## src/hdl/kbpfe_pkg.sv

```systemverilog
// ----------------------------------------------------------------------------
// kbpfe_pkg
// Shared types, command codes and key constants of the keypad bus frame engine.
// ----------------------------------------------------------------------------
`default_nettype none

package kbpfe_pkg;

    // Request command codes
    typedef enum logic [2:0]
    {
        CMD_LOAD  = 3'd0,
        CMD_START = 3'd1,
        CMD_TICK  = 3'd2,
        CMD_POP   = 3'd3,
        CMD_READ  = 3'd4
    } kbpfe_cmd_t;

    // Request beat
    typedef struct packed
    {
        logic [2:0] command;
        logic [3:0] byte_index;
        logic [7:0] byte_value;
        logic [3:0] frame_bytes;
        logic       data_level;
    } kbpfe_in_t;

    // Result beat
    typedef struct packed
    {
        logic       clock_level;
        logic       data_pull;
        logic       busy_res;
        logic       frame_done;
        logic       key_valid;
        logic [7:0] key_code;
        logic       alarm_key_seen;
        logic       alarm_reply_pending;
        logic       key_overflow;
        logic [7:0] module_byte;
    } kbpfe_out_t;

    // Frame opcodes and bus byte values
    localparam logic [7:0] VERIFY_OPCODE    = 8'h1C;
    localparam logic [7:0] PARTITION_OPCODE = 8'h05;
    localparam logic [7:0] IDLE_BYTE        = 8'hFF;

    // Alarm keys as seen on the bus, and the codes they are queued as
    localparam logic [7:0] ALARM_BUS_A = 8'hBB;
    localparam logic [7:0] ALARM_BUS_B = 8'hDD;
    localparam logic [7:0] ALARM_BUS_C = 8'hEE;
    localparam logic [7:0] ALARM_KEY_A = 8'h0B;
    localparam logic [7:0] ALARM_KEY_B = 8'h0D;
    localparam logic [7:0] ALARM_KEY_C = 8'h0E;

    // Bit counters only need to tell "before", "at" and "past" the stop bit
    localparam logic [3:0] STOP_TOTAL = 4'd8;
    localparam logic [3:0] TOTAL_SAT  = 4'd9;

    // Half-cycles added to every frame on top of sixteen per command byte
    localparam int FRAME_TAIL = 4;

    localparam int NUM_ACCEPTED = 24;
    localparam logic [7:0] ACCEPTED_KEYS [NUM_ACCEPTED] = '{
        8'h00, 8'h05, 8'h0A, 8'h0F, 8'h11, 8'h16, 8'h1B, 8'h1C,
        8'h22, 8'h27, 8'h28, 8'h2D, 8'h82, 8'h87, 8'h88, 8'hAF,
        8'hB1, 8'hBB, 8'hDA, 8'hE1, 8'hF7, 8'h0B, 8'h0D, 8'h0E
    };

    // True when a popped code is one the panel acts on
    function automatic logic key_accepted(input logic [7:0] code);
        logic hit;
        hit = 1'b0;
        for (int i = 0; i < NUM_ACCEPTED; i++)
        begin
            if (ACCEPTED_KEYS[i] == code)
            begin
                hit = 1'b1;
            end
        end
        return hit;
    endfunction

endpackage

`default_nettype wire

```

## src/hdl/keybus_panel_frame_engine.sv

```systemverilog
// ----------------------------------------------------------------------------
// keybus_panel_frame_engine
// Panel-side master of a keypad bus: frame sequencing, bit capture, key queue.
// ----------------------------------------------------------------------------
//
//  channel | signals                         | beat taken when
//  --------+---------------------------------+-------------------------------
//  request | req_valid, req_stall, req_data  | req_valid high, req_stall low
//  result  | rsp_valid, rsp_stall, rsp_data  | rsp_valid high, rsp_stall low
//
//  One request beat yields exactly one result beat, via the request register
//  and the result register; one beat per cycle is sustained while the result
//  side does not stall. Both registers bound a single layer of update logic.
//  rst_n clears all control state, the capture and latched module bytes, the
//  key counters and the status flags; command slots and key entries are not
//  cleared. A stall on the result side holds the result register and backs up
//  through the request register into req_stall.
// ----------------------------------------------------------------------------
`default_nettype none

module keybus_panel_frame_engine
    import kbpfe_pkg::*;
#(
    parameter int MAX_FRAME_BYTES = 12,
    parameter int READ_BYTES      = 16,
    parameter int KEY_DEPTH       = 16
)
(
    input  wire logic       clk,
    input  wire logic       rst_n,
    input  wire logic       req_valid,
    output logic            req_stall,
    input  wire kbpfe_in_t  req_data,
    output logic            rsp_valid,
    input  wire logic       rsp_stall,
    output kbpfe_out_t      rsp_data
);

    // Counter widths
    localparam int FL_W  = $clog2(MAX_FRAME_BYTES + 1);
    localparam int LIM_W = FL_W + 5;
    localparam int IBY_W = $clog2(READ_BYTES + 1);
    localparam int KC_W  = $clog2(KEY_DEPTH + 1);
    localparam int KP_W  = (KEY_DEPTH > 1) ? $clog2(KEY_DEPTH) : 1;

    // ------------------------------------------------------------------
    // Handshake registers
    // ------------------------------------------------------------------
    kbpfe_in_t  req_reg;
    logic       req_full_reg;
    logic       rsp_valid_reg;
    kbpfe_out_t rsp_reg;
    kbpfe_out_t rsp_next;
    logic       advance;

    // ------------------------------------------------------------------
    // Engine state
    // ------------------------------------------------------------------
    logic [7:0]       fs_reg   [MAX_FRAME_BYTES];
    logic [7:0]       fs_next  [MAX_FRAME_BYTES];
    logic [7:0]       cap_reg  [READ_BYTES];
    logic [7:0]       cap_next [READ_BYTES];
    logic [7:0]       lat_reg  [READ_BYTES];
    logic [7:0]       lat_next [READ_BYTES];
    logic [7:0]       fifo_reg [KEY_DEPTH];
    logic [7:0]       fifo_next[KEY_DEPTH];

    logic [FL_W-1:0]  frame_len_reg,  frame_len_next;
    logic [7:0]       half_reg,       half_next;
    logic             phase_high_reg, phase_high_next;
    logic [2:0]       in_bit_reg,     in_bit_next;
    logic [IBY_W-1:0] in_byte_reg,    in_byte_next;
    logic [3:0]       in_tot_reg,     in_tot_next;
    logic [2:0]       out_bit_reg,    out_bit_next;
    logic [FL_W-1:0]  out_byte_reg,   out_byte_next;
    logic [3:0]       out_tot_reg,    out_tot_next;
    logic             low_seen_reg,   low_seen_next;
    logic [KC_W-1:0]  key_count_reg,  key_count_next;
    logic [KP_W-1:0]  key_rd_reg,     key_rd_next;
    logic             busy_reg,       busy_next;
    logic             alarm_reg,      alarm_next;
    logic             pending_reg,    pending_next;
    logic             overflow_reg,   overflow_next;
    logic             clock_pin_reg,  clock_pin_next;
    logic             pull_pin_reg,   pull_pin_next;

    // Per-item working signals
    logic [LIM_W-1:0] frame_limit;
    logic [7:0]       fs_sel;
    logic [7:0]       pop_code;
    logic [KC_W-1:0]  key_rd_inc;
    logic             push_en;
    logic [7:0]       push_code;
    logic             done;
    logic             kvalid;
    logic [7:0]       kcode;
    logic [7:0]       mbyte;

    // ------------------------------------------------------------------
    // Flow control: advance the held request whenever the result register
    // is empty or being emptied this cycle
    // ------------------------------------------------------------------
    assign advance   = req_full_reg && (!rsp_valid_reg || !rsp_stall);
    assign req_stall = req_full_reg && !advance;
    assign rsp_valid = rsp_valid_reg;
    assign rsp_data  = rsp_reg;

    always_ff @(posedge clk or negedge rst_n)
    begin
        if (!rst_n)
        begin
            req_full_reg  <= 1'b0;
            rsp_valid_reg <= 1'b0;
        end
        else
        begin
            if (req_valid && !req_stall)
            begin
                req_full_reg <= 1'b1;
            end
            else if (advance)
            begin
                req_full_reg <= 1'b0;
            end

            if (advance)
            begin
                rsp_valid_reg <= 1'b1;
            end
            else if (!rsp_stall)
            begin
                rsp_valid_reg <= 1'b0;
            end
        end
    end

    // Payload registers: load on a taken beat, hold otherwise
    always_ff @(posedge clk)
    begin
        if (req_valid && !req_stall)
        begin
            req_reg <= req_data;
        end
        if (advance)
        begin
            rsp_reg <= rsp_next;
        end
    end

    // Frame length in half-cycles: sixteen per byte plus the tail
    assign frame_limit = LIM_W'({frame_len_reg, 4'b0000}) + LIM_W'(FRAME_TAIL);

    // Command byte currently on the wire
    always_comb
    begin
        fs_sel = '0;
        for (int i = 0; i < MAX_FRAME_BYTES; i++)
        begin
            if (32'(out_byte_reg) == i)
            begin
                fs_sel = fs_reg[i];
            end
        end
    end

    // Head of the key queue
    always_comb
    begin
        pop_code = '0;
        for (int i = 0; i < KEY_DEPTH; i++)
        begin
            if (32'(key_rd_reg) == i)
            begin
                pop_code = fifo_reg[i];
            end
        end
    end

    assign key_rd_inc = KC_W'(key_rd_reg) + KC_W'(1);

    // ------------------------------------------------------------------
    // Single-pass update of the whole engine for the held request
    // ------------------------------------------------------------------
    always_comb
    begin
        fs_next         = fs_reg;
        cap_next        = cap_reg;
        lat_next        = lat_reg;
        fifo_next       = fifo_reg;
        frame_len_next  = frame_len_reg;
        half_next       = half_reg;
        phase_high_next = phase_high_reg;
        in_bit_next     = in_bit_reg;
        in_byte_next    = in_byte_reg;
        in_tot_next     = in_tot_reg;
        out_bit_next    = out_bit_reg;
        out_byte_next   = out_byte_reg;
        out_tot_next    = out_tot_reg;
        low_seen_next   = low_seen_reg;
        key_count_next  = key_count_reg;
        key_rd_next     = key_rd_reg;
        busy_next       = busy_reg;
        alarm_next      = alarm_reg;
        pending_next    = pending_reg;
        overflow_next   = overflow_reg;
        clock_pin_next  = clock_pin_reg;
        pull_pin_next   = pull_pin_reg;
        push_en         = 1'b0;
        push_code       = '0;
        done            = 1'b0;
        kvalid          = 1'b0;
        kcode           = '0;
        mbyte           = '0;

        if (advance)
        begin
            unique case (req_reg.command)
                CMD_LOAD:
                begin
                    if (!busy_reg && 32'(req_reg.byte_index) < MAX_FRAME_BYTES)
                    begin
                        for (int i = 0; i < MAX_FRAME_BYTES; i++)
                        begin
                            if (32'(req_reg.byte_index) == i)
                            begin
                                fs_next[i] = req_reg.byte_value;
                            end
                        end
                    end
                end

                CMD_START:
                begin
                    if (!busy_reg)
                    begin
                        // Saturate the length to the slot count
                        if (32'(req_reg.frame_bytes) > MAX_FRAME_BYTES)
                        begin
                            frame_len_next = FL_W'(MAX_FRAME_BYTES);
                        end
                        else
                        begin
                            frame_len_next = FL_W'(req_reg.frame_bytes);
                        end
                        half_next = '0;
                        busy_next = 1'b1;
                        if (fs_reg[0] == VERIFY_OPCODE)
                        begin
                            alarm_next   = 1'b0;
                            pending_next = 1'b1;
                        end
                    end
                end

                CMD_TICK:
                begin
                    if (busy_reg && 32'(half_reg) < 32'(frame_limit))
                    begin
                        half_next = half_reg + 8'd1;
                        if (phase_high_reg)
                        begin
                            // Rising phase: raise clock, release data
                            phase_high_next = 1'b0;
                            clock_pin_next  = 1'b1;
                            pull_pin_next   = 1'b0;
                        end
                        else
                        begin
                            phase_high_next = 1'b1;
                            clock_pin_next  = 1'b0;

                            // Shift in one module bit
                            if (32'(in_byte_reg) < READ_BYTES)
                            begin
                                for (int i = 0; i < READ_BYTES; i++)
                                begin
                                    if (32'(in_byte_reg) == i)
                                    begin
                                        cap_next[i] = {cap_reg[i][6:0],
                                                       req_reg.data_level};
                                    end
                                end
                                if (!req_reg.data_level)
                                begin
                                    low_seen_next = 1'b1;
                                end
                                if (in_tot_reg == STOP_TOTAL)
                                begin
                                    // Stop bit sits alone in byte 1
                                    cap_next[1]  = 8'h01;
                                    in_bit_next  = '0;
                                    in_byte_next = in_byte_reg + IBY_W'(1);
                                end
                                else if (in_bit_reg != 3'd7)
                                begin
                                    in_bit_next = in_bit_reg + 3'd1;
                                end
                                else
                                begin
                                    in_bit_next  = '0;
                                    in_byte_next = in_byte_reg + IBY_W'(1);
                                end
                                if (in_tot_reg != TOTAL_SAT)
                                begin
                                    in_tot_next = in_tot_reg + 4'd1;
                                end
                            end

                            // Drive one inverted command bit or the stop bit
                            if (out_tot_reg == STOP_TOTAL)
                            begin
                                pull_pin_next = 1'b1;
                                if (fs_reg[0] == VERIFY_OPCODE)
                                begin
                                    pending_next = 1'b0;
                                    if (cap_next[0] != IDLE_BYTE)
                                    begin
                                        if (32'(key_count_reg) >= KEY_DEPTH)
                                        begin
                                            overflow_next = 1'b1;
                                        end
                                        else if (cap_next[0] == ALARM_BUS_A)
                                        begin
                                            push_en   = 1'b1;
                                            push_code = ALARM_KEY_A;
                                        end
                                        else if (cap_next[0] == ALARM_BUS_B)
                                        begin
                                            push_en   = 1'b1;
                                            push_code = ALARM_KEY_B;
                                        end
                                        else if (cap_next[0] == ALARM_BUS_C)
                                        begin
                                            push_en   = 1'b1;
                                            push_code = ALARM_KEY_C;
                                        end
                                    end
                                end
                                out_tot_next = TOTAL_SAT;
                            end
                            else if (out_bit_reg == 3'd7)
                            begin
                                if (32'(out_byte_reg) < MAX_FRAME_BYTES && !fs_sel[0])
                                begin
                                    pull_pin_next = 1'b1;
                                end
                                out_bit_next  = '0;
                                out_byte_next = out_byte_reg + FL_W'(1);
                                if (out_tot_reg != TOTAL_SAT)
                                begin
                                    out_tot_next = out_tot_reg + 4'd1;
                                end
                            end
                            else if (out_byte_reg < frame_len_reg &&
                                     32'(out_byte_reg) < MAX_FRAME_BYTES)
                            begin
                                if (!fs_sel[3'd7 - out_bit_reg])
                                begin
                                    pull_pin_next = 1'b1;
                                end
                                out_bit_next = out_bit_reg + 3'd1;
                                if (out_tot_reg != TOTAL_SAT)
                                begin
                                    out_tot_next = out_tot_reg + 4'd1;
                                end
                            end
                        end
                    end
                    else if (busy_reg)
                    begin
                        // Frame end: latch module bytes, flag and queue keys
                        done           = 1'b1;
                        clock_pin_next = 1'b0;
                        if (low_seen_reg)
                        begin
                            low_seen_next = 1'b0;
                            lat_next      = cap_reg;
                            if (cap_reg[0] != IDLE_BYTE && fs_reg[0] != VERIFY_OPCODE)
                            begin
                                alarm_next = 1'b1;
                            end
                            if (cap_reg[2] != IDLE_BYTE && fs_reg[0] == PARTITION_OPCODE)
                            begin
                                push_en   = 1'b1;
                                push_code = cap_reg[2];
                            end
                        end
                        for (int i = 0; i < READ_BYTES; i++)
                        begin
                            cap_next[i] = '0;
                        end
                        in_bit_next   = '0;
                        in_byte_next  = '0;
                        in_tot_next   = '0;
                        out_bit_next  = '0;
                        out_byte_next = '0;
                        out_tot_next  = '0;
                        busy_next     = 1'b0;
                    end
                end

                CMD_POP:
                begin
                    if (key_count_reg != '0)
                    begin
                        kcode  = pop_code;
                        kvalid = key_accepted(pop_code);
                        if (key_rd_inc >= key_count_reg)
                        begin
                            key_rd_next    = '0;
                            key_count_next = '0;
                        end
                        else
                        begin
                            key_rd_next = KP_W'(key_rd_inc);
                        end
                    end
                end

                CMD_READ:
                begin
                    for (int i = 0; i < READ_BYTES; i++)
                    begin
                        if (32'(req_reg.byte_index) == i)
                        begin
                            mbyte = lat_reg[i];
                        end
                    end
                end

                default:
                begin
                end
            endcase

            // Queue a key, or drop it and flag overflow when full
            if (push_en)
            begin
                if (32'(key_count_reg) >= KEY_DEPTH)
                begin
                    overflow_next = 1'b1;
                end
                else
                begin
                    for (int i = 0; i < KEY_DEPTH; i++)
                    begin
                        if (32'(key_count_reg) == i)
                        begin
                            fifo_next[i] = push_code;
                        end
                    end
                    key_count_next = key_count_reg + KC_W'(1);
                end
            end
        end

        rsp_next.clock_level         = clock_pin_next;
        rsp_next.data_pull           = pull_pin_next;
        rsp_next.busy_res            = busy_next;
        rsp_next.frame_done          = done;
        rsp_next.key_valid           = kvalid;
        rsp_next.key_code            = kcode;
        rsp_next.alarm_key_seen      = alarm_next;
        rsp_next.alarm_reply_pending = pending_next;
        rsp_next.key_overflow        = overflow_next;
        rsp_next.module_byte         = mbyte;
    end

    // ------------------------------------------------------------------
    // State registers
    // ------------------------------------------------------------------
    always_ff @(posedge clk or negedge rst_n)
    begin
        if (!rst_n)
        begin
            for (int i = 0; i < READ_BYTES; i++)
            begin
                cap_reg[i] <= '0;
                lat_reg[i] <= '0;
            end
            frame_len_reg  <= '0;
            half_reg       <= '0;
            phase_high_reg <= 1'b1;
            in_bit_reg     <= '0;
            in_byte_reg    <= '0;
            in_tot_reg     <= '0;
            out_bit_reg    <= '0;
            out_byte_reg   <= '0;
            out_tot_reg    <= '0;
            low_seen_reg   <= 1'b0;
            key_count_reg  <= '0;
            key_rd_reg     <= '0;
            busy_reg       <= 1'b0;
            alarm_reg      <= 1'b0;
            pending_reg    <= 1'b0;
            overflow_reg   <= 1'b0;
            clock_pin_reg  <= 1'b0;
            pull_pin_reg   <= 1'b0;
        end
        else
        begin
            cap_reg        <= cap_next;
            lat_reg        <= lat_next;
            frame_len_reg  <= frame_len_next;
            half_reg       <= half_next;
            phase_high_reg <= phase_high_next;
            in_bit_reg     <= in_bit_next;
            in_byte_reg    <= in_byte_next;
            in_tot_reg     <= in_tot_next;
            out_bit_reg    <= out_bit_next;
            out_byte_reg   <= out_byte_next;
            out_tot_reg    <= out_tot_next;
            low_seen_reg   <= low_seen_next;
            key_count_reg  <= key_count_next;
            key_rd_reg     <= key_rd_next;
            busy_reg       <= busy_next;
            alarm_reg      <= alarm_next;
            pending_reg    <= pending_next;
            overflow_reg   <= overflow_next;
            clock_pin_reg  <= clock_pin_next;
            pull_pin_reg   <= pull_pin_next;
        end
    end

    // Command slots and key entries carry no reset
    always_ff @(posedge clk)
    begin
        fs_reg   <= fs_next;
        fifo_reg <= fifo_next;
    end

endmodule

`default_nettype wire

```

## config.mk

```make
export PLATFORM = sky130hd
export DESIGN_NAME = keybus_panel_frame_engine
export DESIGN_NICKNAME = d
export VERILOG_FILES = /design/src/hdl/kbpfe_pkg.sv /design/src/hdl/keybus_panel_frame_engine.sv
export SDC_FILE = /design/constraint.sdc
export NUM_CORES = 1
export LEC_CHECK = 0
export BUFFER_PORTS_ARGS = -buffer_cell sky130_fd_sc_hd__buf_2
export CAP_MARGIN = 20
export CORE_ASPECT_RATIO = 2
export CORE_MARGIN = 3
export CORE_UTILIZATION = 65
export DETAILED_ROUTE_END_ITERATION = 8
export GPL_TIMING_DRIVEN = 0
export PLACE_DENSITY = 0.88
export SYNTH_ARGS = -nofsm -noshare
export SYNTH_HDL_FRONTEND = slang
export SYNTH_SLANG_ARGS = --single-unit
export TNS_END_PERCENT = 1
```

## constraint.sdc

```tcl
create_clock -name clk -period 6.29 [get_ports clk]
set_input_delay 0.629 -clock clk [delete_from_list [all_inputs] [get_ports clk]]
set_output_delay 0.629 -clock clk [all_outputs]
set_load 0.02 [all_outputs]
```

Yosys cells after proc, flatten, opt, wreduce, memory -nomap -nowiden
Index checks and enable logic that the tools add are counted.
{"block": "word_totals", "word_cells": 562, "ff_bits": 578, "output_inout_bits": 26}
{"block": "classes", "addsub": 11, "bitwise_logic": 4, "n_mux": 217, "magnitude_cmp": 9, "reduce_logical": 85, "n_eq_ne": 141}
{"cell": "128-bit 2-to-1 mux", "count": 8}
{"cell": "8-bit 2-to-1 mux", "count": 68}
{"cell": "4-bit AND reduction", "count": 30}
{"cell": "6-bit AND reduction", "count": 20}
{"cell": "4-bit 2-to-1 mux", "count": 24}
{"cell": "1-bit 2-to-1 mux", "count": 90}
{"cell": "4-bit == test, second input constant", "count": 22}
{"cell": "5-bit by 4-bit == test with 1-bit output, second input constant", "count": 16}
{"cell": "8-bit == test, first input constant", "count": 9}
{"cell": "4-bit inequality test, second input constant", "count": 17}
{"cell": "5-bit 2-to-1 mux", "count": 11}
{"cell": "4-bit by 3-bit == test with 1-bit output, second input constant", "count": 12}
{"cell": "4-bit by 8-bit == test with 1-bit output, first input constant", "count": 5}
{"cell": "5-bit by 3-bit == test with 1-bit output, second input constant", "count": 8}
{"cell": "3-bit 2-to-1 mux", "count": 11}
{"cell": "5-bit by 8-bit == test with 1-bit output, first input constant", "count": 4}
{"cell": "6-bit by 8-bit == test with 1-bit output, first input constant", "count": 4}
{"cell": "4-bit by 2-bit == test with 1-bit output, second input constant", "count": 6}
{"cell": "8-bit == test, second input constant", "count": 3}
{"cell": "8-bit inequality test, second input constant", "count": 3}
{"cell": "5-bit by 2-bit == test with 1-bit output, second input constant", "count": 4}
{"cell": "8-bit case mux with 2 select lines", "count": 1}
{"cell": "5-bit AND reduction", "count": 3}
{"cell": "4-bit by 1-bit adder with 4-bit output, second input constant", "count": 3}
{"cell": "44 further kinds", "count": 85}

Longest topological paths before layout
Gate-level depths: netlist of the first run.
{"block": "logic_depth", "ltp_word": 42, "depth_mapped": 14, "mapped_depth_nobuf": 11}

Worst setup path before layout of the first run
OpenSTA, ideal clock, no wires.
{"block": "synth_path", "path_kind": "register to register", "start": "register in_byte_reg[0]", "end": "register fifo_reg[100] (netlist name), enable pin", "path_buffers": 0, "path_slack_ps": 3013, "required_ps": 5907, "period_less_slack_ps": 3277, "arrival_time_ps": 2894, "stages_incl_launch_ff": 12, "path_cell_list": "dfrtp_1 > inv_1 > ha_1 > or4b_4 > nand2_1 > nand2_1 > a2111oi_4 > nand3_2 > nor2_2 > o211a_4 > nand2_1 > nor3_1"}
{"block": "synth_via", "elab_chain_len": 20, "elab_cells_between_ends": 24}
{"element": "start: declaration", "line_no": "keybus_panel_frame_engine.sv:72", "text": "logic [IBY_W-1:0] in_byte_reg, in_byte_next;"}
{"element": "start signal: assignment", "line_no": "keybus_panel_frame_engine.sv:508", "text": "in_byte_reg <= in_byte_next;"}
{"element": "branches (longest 2 deep; another with 5-bit < comparator)"}
{"element": "128-bit 2-to-1 mux *", "line_no": "keybus_panel_frame_engine.sv:273", "text": "if (32'(in_byte_reg) < READ_BYTES)"}
{"element": "128-bit 2-to-1 mux *", "line_no": "keybus_panel_frame_engine.sv:260", "text": "if (phase_high_reg)"}
{"element": "128-bit 2-to-1 mux *", "line_no": "keybus_panel_frame_engine.sv:257", "text": "if (busy_reg && 32'(half_reg) < 32'(frame_limit))"}
{"element": "128-bit 2-to-1 mux *", "line_no": "keybus_panel_frame_engine.sv:217", "text": "unique case (req_reg.command)"}
{"element": "128-bit 2-to-1 mux *", "line_no": "keybus_panel_frame_engine.sv:215", "text": "if (advance)"}
{"element": "8-bit == test", "line_no": "keybus_panel_frame_engine.sv:332", "text": "else if (cap_next[0] == ALARM_BUS_C)"}
{"element": "1-bit 2-to-1 mux", "line_no": "keybus_panel_frame_engine.sv:332"}
{"element": "[... 3 more ...]"}
{"element": "1-bit 2-to-1 mux *", "line_no": "keybus_panel_frame_engine.sv:316", "text": "if (cap_next[0] != IDLE_BYTE)"}
{"element": "1-bit 2-to-1 mux *", "line_no": "keybus_panel_frame_engine.sv:313", "text": "if (fs_reg[0] == VERIFY_OPCODE)"}
{"element": "1-bit 2-to-1 mux *", "line_no": "keybus_panel_frame_engine.sv:310", "text": "if (out_tot_reg == STOP_TOTAL)"}
{"element": "1-bit 2-to-1 mux *", "line_no": "keybus_panel_frame_engine.sv:260"}
{"element": "1-bit 2-to-1 mux *", "line_no": "keybus_panel_frame_engine.sv:257"}
{"element": "1-bit 2-to-1 mux *", "line_no": "keybus_panel_frame_engine.sv:217"}
{"element": "1-bit 2-to-1 mux *", "line_no": "keybus_panel_frame_engine.sv:215"}
{"element": "4-bit AND reduction (no line) *"}
{"element": "end signal: assignment", "line_no": "keybus_panel_frame_engine.sv:529", "text": "fifo_reg <= fifo_next;"}
{"element": "end: declaration", "line_no": "keybus_panel_frame_engine.sv:65", "text": "logic [7:0] fifo_reg [KEY_DEPTH];"}
Mark *: on every way between the ends. The select of a mux whose other input is x is not followed.
A chain may end at the register's enable or synchronous reset.

Final worst setup path of the first run
{"block": "layout_path", "start": "register key_rd_reg[0]", "end": "register rsp_reg, in the netlist rsp_data[19] (data pin)"}
{"block": "layout_via", "elab_chain_len": 42, "elab_cells_between_ends": 80}
{"element": "start: declaration", "line_no": "keybus_panel_frame_engine.sv:79", "text": "logic [KP_W-1:0] key_rd_reg, key_rd_next;"}
{"element": "start signal: assignment", "line_no": "keybus_panel_frame_engine.sv:515", "text": "key_rd_reg <= key_rd_next;"}
{"element": "4-bit logical NOT", "line_no": "keybus_panel_frame_engine.sv:172", "text": "if (32'(key_rd_reg) == i)"}
{"element": "8-bit 2-to-1 mux (15 in series)", "line_no": "keybus_panel_frame_engine.sv:172"}
{"element": "8-bit 2-to-1 mux *", "line_no": "keybus_panel_frame_engine.sv:172"}
{"element": "8-bit logical NOT", "line_no": "kbpfe_pkg.sv:77", "text": "if (ACCEPTED_KEYS[i] == code)"}
{"element": "1-bit 2-to-1 mux (23 in series)", "line_no": "kbpfe_pkg.sv:77"}
{"element": "1-bit 2-to-1 mux *", "line_no": "kbpfe_pkg.sv:77"}
{"element": "end signal: assignment", "line_no": "keybus_panel_frame_engine.sv:146", "text": "rsp_reg <= rsp_next;"}
{"element": "end: declaration", "line_no": "keybus_panel_frame_engine.sv:52", "text": "kbpfe_out_t rsp_reg;"}
Every way passes the cells marked *; elsewhere a longest branch is shown, timed or not.

==> results.md, run 1 <==
- Die Ht: 286 um
- CP Data Required Time: 6600 ps
- Post-Syn Area: approximately 26,000 um2
- Overflow after GRT: 0
- Clk root buf: clkbuf_16
- CP Class: flop to flop
- Dominant cell type by area after synthesis: edfxtp_1
- Detailed Place HPWL: 55,700 um
- Layout Cells excl Fill: 2,832
- Post-route DRC: 1
- Avg WL per Cell: 27.1 um
- Worst Setup Start Kind: flop
- First-pass GRT wire length: 115,000 um
- Status: finished with violations
- Hold_buf cts: 0
- Netlist cell types: 87
- Clk sinks: 578
- Leakage power: 11.4 nW
- Detailed-route via count: 18,792
- Synth warn: 0
- Gr busiest metal: met2
- Max transition margin: 23.9%
- Initial Utilization: 65.9%
- Met2 usage: around 66%
- Hold Path Class: input pin to asynchronous set/reset pin
- Post-synth ARST share: 53.6%
- CP Capture Type: flop
- Syn nets: 2,227
- Total die area: roughly 42,000 um2
- Avg Synthesized Cell Area: 11.8 um2
- M1 GR Usage: 35.4%
- Synthesis-stage register bit count: 578
- Reg area: 15,800 um2
- Met3 Use GR: 5.10%
- Filler cells: 2,628
- I/O pin cnt: 50
- Number of max-cap violations: 0
- Worst R2R Path Depth: 13
- Layout cells sized above 1: 15.6%
- First DRT Iteration DRCs: 2,005
- Reg-to-reg slack, setup: 1930 ps
- Leading cell type in the layout, fill and taps excluded: nand2_1
- Worst flop-to-flop path endpoint: rsp_data[19]
- Vias per inst: 6.64
- Die Wd: 146 um
- Failing checks: design-rule violations
- N_diodes: 0
- Worst Skew: 31.6 ps
- GRT Util Overall: 36.6%
- RSZ-0062 raised after global routing: false
- Placed cell count: 2,745
- Seq/Total Area, Yosys: 61.9%
- # rows: 102
- Number of post-CTS setup repair buffers: 0
- Util after Layout: ~73%
- Slew Viols, Final: 0
- Largest net degree at the start of global routing: 128
- Fin Setup TNS: 0 ps
- Area of the core: 38,800 um2
- CTS clk-pin slew, worst paths: 80 ps
- Post-DRT Antenna Nets: 0
- Post-Layout Inst Area: roughly 28,000 um2
- Final Hold Fails: 0
- Num CTS Buffers: 46
- Post_cts resized: 0
- RR Startpoint: key_rd_reg[0]
- Post-Synthesis Cells: 2,162
- Tightest Pin Transition: 1140 ps
- Placer Congestion: 1.12
- Crit path from: key_rd_reg[0]
- Drt first pass iters: 8
- Multi-input logic area: 9010 um2
- Port Buffers: 49
- Area contributors post-synth: edfxtp_1 31%, dfrtp_1 30%, mux2_2 5.6%, nand2_1 5.2%, o21ai_0 3.7%
- CTS H-tree lvls: 2
- DRT Wirelength: ~77,000 um
- Fin nets: roughly 2,300
- WP data arrival: 4680 ps
- Area growth from synthesis to layout: 11.0%
- Initial antenna violation count: 0
- Most frequent cells in the layout: 351 x nand2_1, 309 x dfrtp_1, 268 x edfxtp_1
- Clock Latency Late Sink: between 500 and 600 ps
- Pwr dens: about 320 nW/um2
- Prevailing post-synth register cell: dfrtp_1
- Critical-path maximum fanout: 10
- Maximum VDD drop: between 0.2 and 0.3 mV
- Vias in the first global route: 19,046
- Setup violations, final: 0
- CTS tree: yes
- Share of the synthesized area in the top cell type: 31.5%
- Fin crit share: 69.4%
- Placed Area: 26,700 um2
- Fmax: 229 MHz
- Minimum clock period: around 4400 ps
- Bufs on Longest Clock Path: 3
- EDFF count, synth: approximately 270
==> how the worst max path moves through the flow <==
stage	endpoint	cells past startpoint
global placement	lat_reg[100]	1
detailed placement	rsp_data[19]	13
CTS	rsp_data[19]	13
global route	fifo_reg[65]	11
finish	rsp_data[19]	13
floorplan	fifo_reg[100]	11
==> cells in the mapped netlist (all sizes together), types with 23 or more instances <==
cell type	number
a21oi	71
a22oi	27
buf	60
clkbuf	63
dfrtp	309
edfxtp	268
ha	41
inv	42
mux2	128
mux2i	23
nand2	353
nand2b	31
nand3	41
nor2	106
nor3	34
o21ai	207
==> critical path, stage by stage, from the launching register on <==
cell and delay [ps]:
dfrtp_1 460, inv_1 120, ha_1 230, buf_2 230, inv_1 260, clkbuf_1 620, o221a_2 410, o221ai_1 430
a32oi_1 710, nand2_1 100, o2bb2ai_1 180, a211oi_1 80, a22oi_2 180, nand3_1 80
==> where the power goes <==
| group | internal, mW | switching (mW) | leakage [nW] | total, mW |
|---|---|---|---|---|
| clock network | 1.86 | 1.38 | 0.824 | 3.24 |
| registers | 4.22 | 0.256 | 6.67 | 4.48 |
| logic | 0.463 | 0.982 | 3.87 | 1.44 |
==> logic make-up after synthesis <==
group	after synthesis	synth area share [%]
simple gates	691	12.5
flops	578	61.9
compound gates	516	13.3
buf+inv	165	2.95
mux	154	6.81
fa+ha+maj	41	2.01
xor+xnor	17	0.583
==> cell type report <==
| class | instances | area share, % |
|---|---|---|
| clock buffer | 56 | 4.48 |
| inverter | 42 | 0.556 |
| multi-input combinational | 1419 | 31.8 |
| buffer | 123 | 2.10 |
| tap | 520 | 2.29 |
| timing repair buffer | 65 | 1.56 |
| sequential | 578 | 55.8 |
| clock inverter | 29 | 1.45 |
==> stage by stage <==
step	power, mW	setup WS (ps)	hold slack [ps]
floorplan	5.35	3010	333
global route	9.47	1850	73.5
finish	9.17	1930	21.2
global placement	5.83	-1010	438
detailed placement	5.92	2030	446
CTS	9.12	2020	44.6
==> per-layer routing <==
layer,part of all wire (%),vias up
li1,-,8122
met5,0,-
met2,53,1005
met3,5.7,412
met4,11,0
met1,30,9253
No activity file was read; power rests on OpenSTA's default activity.
==> inputs of run 2 (changes only) <==
- CORE_UTILIZATION: 65 -> 57
- PLACE_DENSITY: 0.88 -> 0.82
- clock period: 6.29 -> 4 ns (I/O delays scaled with it)
==> results.md, run 2 (synthesis results as in run 1) <==
- Status: completed
- # rows: 109
- Die Ht: 305 um
- Layout cells sized above 1: between 15 and 20%
- Die Wd: around 160 um
- Slew Viols, Final: 0
- Clk root buf: clkbuf_16
- Final Hold Fails: 0
- Port Buffers: 49
- I/O pin cnt: 50
- Number of post-CTS setup repair buffers: 0
- Cell-internal power: 10.0 mW
- Initial Utilization: just under 60%
- Drt first pass iters: 6
- Placed Area: 26,700 um2
- Hold Path Class: input pin to flop
- Area of the core: 44,200 um2
- Maximum VDD drop: 0.307 mV
- Num CTS Buffers: 47
- Overall Power: 14.0 mW
- Post-route DRC: 0
- CP Class: flop to flop
- Pwr dens: 493 nW/um2
- WP data arrival: 4160 ps
- Register share of total power: approximately 50%
- Overflow after GRT: 0
- Vias per inst: 6.49
- Final WS setup: 155 ps
- Post-Layout Inst Area: 28,500 um2
- Bufs on Longest Clock Path: 3
- Post-DRT Antenna Nets: 0
- DRT Wirelength: 75,700 um
- Switching share of power: 28.7%
- CP Data Required Time: approximately 4300 ps
- Largest net degree at the start of global routing: 116
- Critical path's largest stage delay: 520 ps
- Fin crit share: 96.1%
- Delay-heaviest family, CP: compound AO/OA/AOI/OAI gates
- Max transition margin: a little under a third
- Total die area: 47,600 um2
- Placer Congestion: 1.03
- CTS H-tree lvls: 2
- Most frequent cells in the layout: 351 x nand2_1, 309 x dfrtp_1, 268 x edfxtp_1
- Sw Pwr: 4.03 mW
- Place WS: -171 ps
- Detailed Place HPWL: between 50,000 and 60,000 um
- Setup violations, final: 0
- Leading cell type in the layout, fill and taps excluded: nand2_1
- CP bufs+invs: 3
- Detailed-route via count: between 15,000 and 20,000
- Critical-path maximum fanout: 10
- Clock Latency Late Sink: 580 ps
- RSZ-0062 raised after global routing: false
- Area growth from synthesis to layout: 11.4%
- CP Capture Type: flop
- Worst Setup Start Kind: flop
- First DRT Iteration DRCs: 1,920
- Vias in the first global route: a little under 20,000
- Number of max-cap violations: 0
- Minimum clock period: 3840 ps
- Clock power frac: 34.0%
- CTS tree: yes
- Tightest Pin Transition: 1040 ps
- Clk sinks: roughly 580
- CTS clk-pin slew, worst paths: 70 ps
- GRT Util Overall: approximately a third
- Fin nets: between 2,000 and 2,500
- CP max-delay cell: clkbuf_1
- Crit-path cells: inv_1 > ha_1 > buf_6 > clkbuf_1 > nand3b_1 > a221oi_1 > o221ai_1 > a221oi_2 > nor2_1 > xor2_1 > o31ai_1 > a22oi_2 > nand3_1
- Leakage power: approximately 11 nW
- Avg WL per Cell: between 20 and 30 um
- Fmax: 260 MHz
- Worst Skew: 13.2 ps
- Initial antenna violation count: 1
- First-pass GRT wire length: around 110,000 um
- Comb power frac: 15.8%
==> run 2: worst paths after layout <==
| kind | start | to | slack, ps | cells past startpoint |
|---|---|---|---|---|
| worst max-delay path | key_rd_reg[0] | rsp_data[19] | 160 | 13 |
| worst min-delay path | req_data[7] | req_reg[7] | 6 | 1 |
| worst max register to register | key_rd_reg[0] | rsp_data[19] | 160 | 13 |
| worst min register to register | overflow_reg | overflow_reg | 460 | 1 |
| max in group asynchronous | rst_n | lat_reg[101] | 2380 | 3 |
| min in group asynchronous | rst_n | cap_reg[10] | 490 | 2 |
==> run 2: layout make-up <==
class	count	area, um2
clock buffer	64	1370
tap	555	694
fill	3330	15700
clock inverter	22	198
sequential	578	15800
antenna	2	5.00
buffer	123	602
inverter	42	158
timing repair buffer	79	569
multi-input combinational	1419	9070
==> run 2: stage by stage <==
step	hold slack [ps]	utilization, %	TNS, ps	std cells
after floorplan	104	-	0	2162
after global placement	442	60.0	-968020	2766
after detailed placement	445	60.4	-414	2780
after CTS	0.580	64.2	0	2878
after global routing	3.54	64.4	0	2882
final	5.73	64.4	0	2884
==> run 2: timing repair <==
action                                  CTS  global route
hold buffers                             12             1
endpoints found under the hold margin   112             1
gates resized for setup                   2            21
endpoints found under the setup margin   12             3
==> run 2: power by group through the flow <==
stage	sequential (mW)	clock, mW	combinational [mW]
floorplan	7.03	0	1.39
global placement	7.11	0	2.06
detailed placement	7.14	0	2.15
CTS	7.02	4.78	2.18
global route	7.08	5.01	2.42
finish	7.04	4.77	2.22
==> run 2: per-layer routing <==
layer | wire (um) | up-vias | track usage (%)
met1 | 23100 | 9130 | 30.2
met3 | 4510 | 424 | 5.44
met2 | 39500 | 997 | 56.8
li1 | - | 8170 | -
met4 | 8550 | 0 | 28.1
met5 | 0 | - | 0
==> run 2: worst reg2reg max path, stage by stage, from the launching register on <==
cell      delay (ps)
dfrtp_1          440
inv_1            130
ha_1             170
buf_6            150
clkbuf_1         520
nand3b_1         170
a221oi_1         330
o221ai_1         400
a221oi_2         470
nor2_1           220
xor2_1           230
o31ai_1          110
a22oi_2          170
nand3_1           80
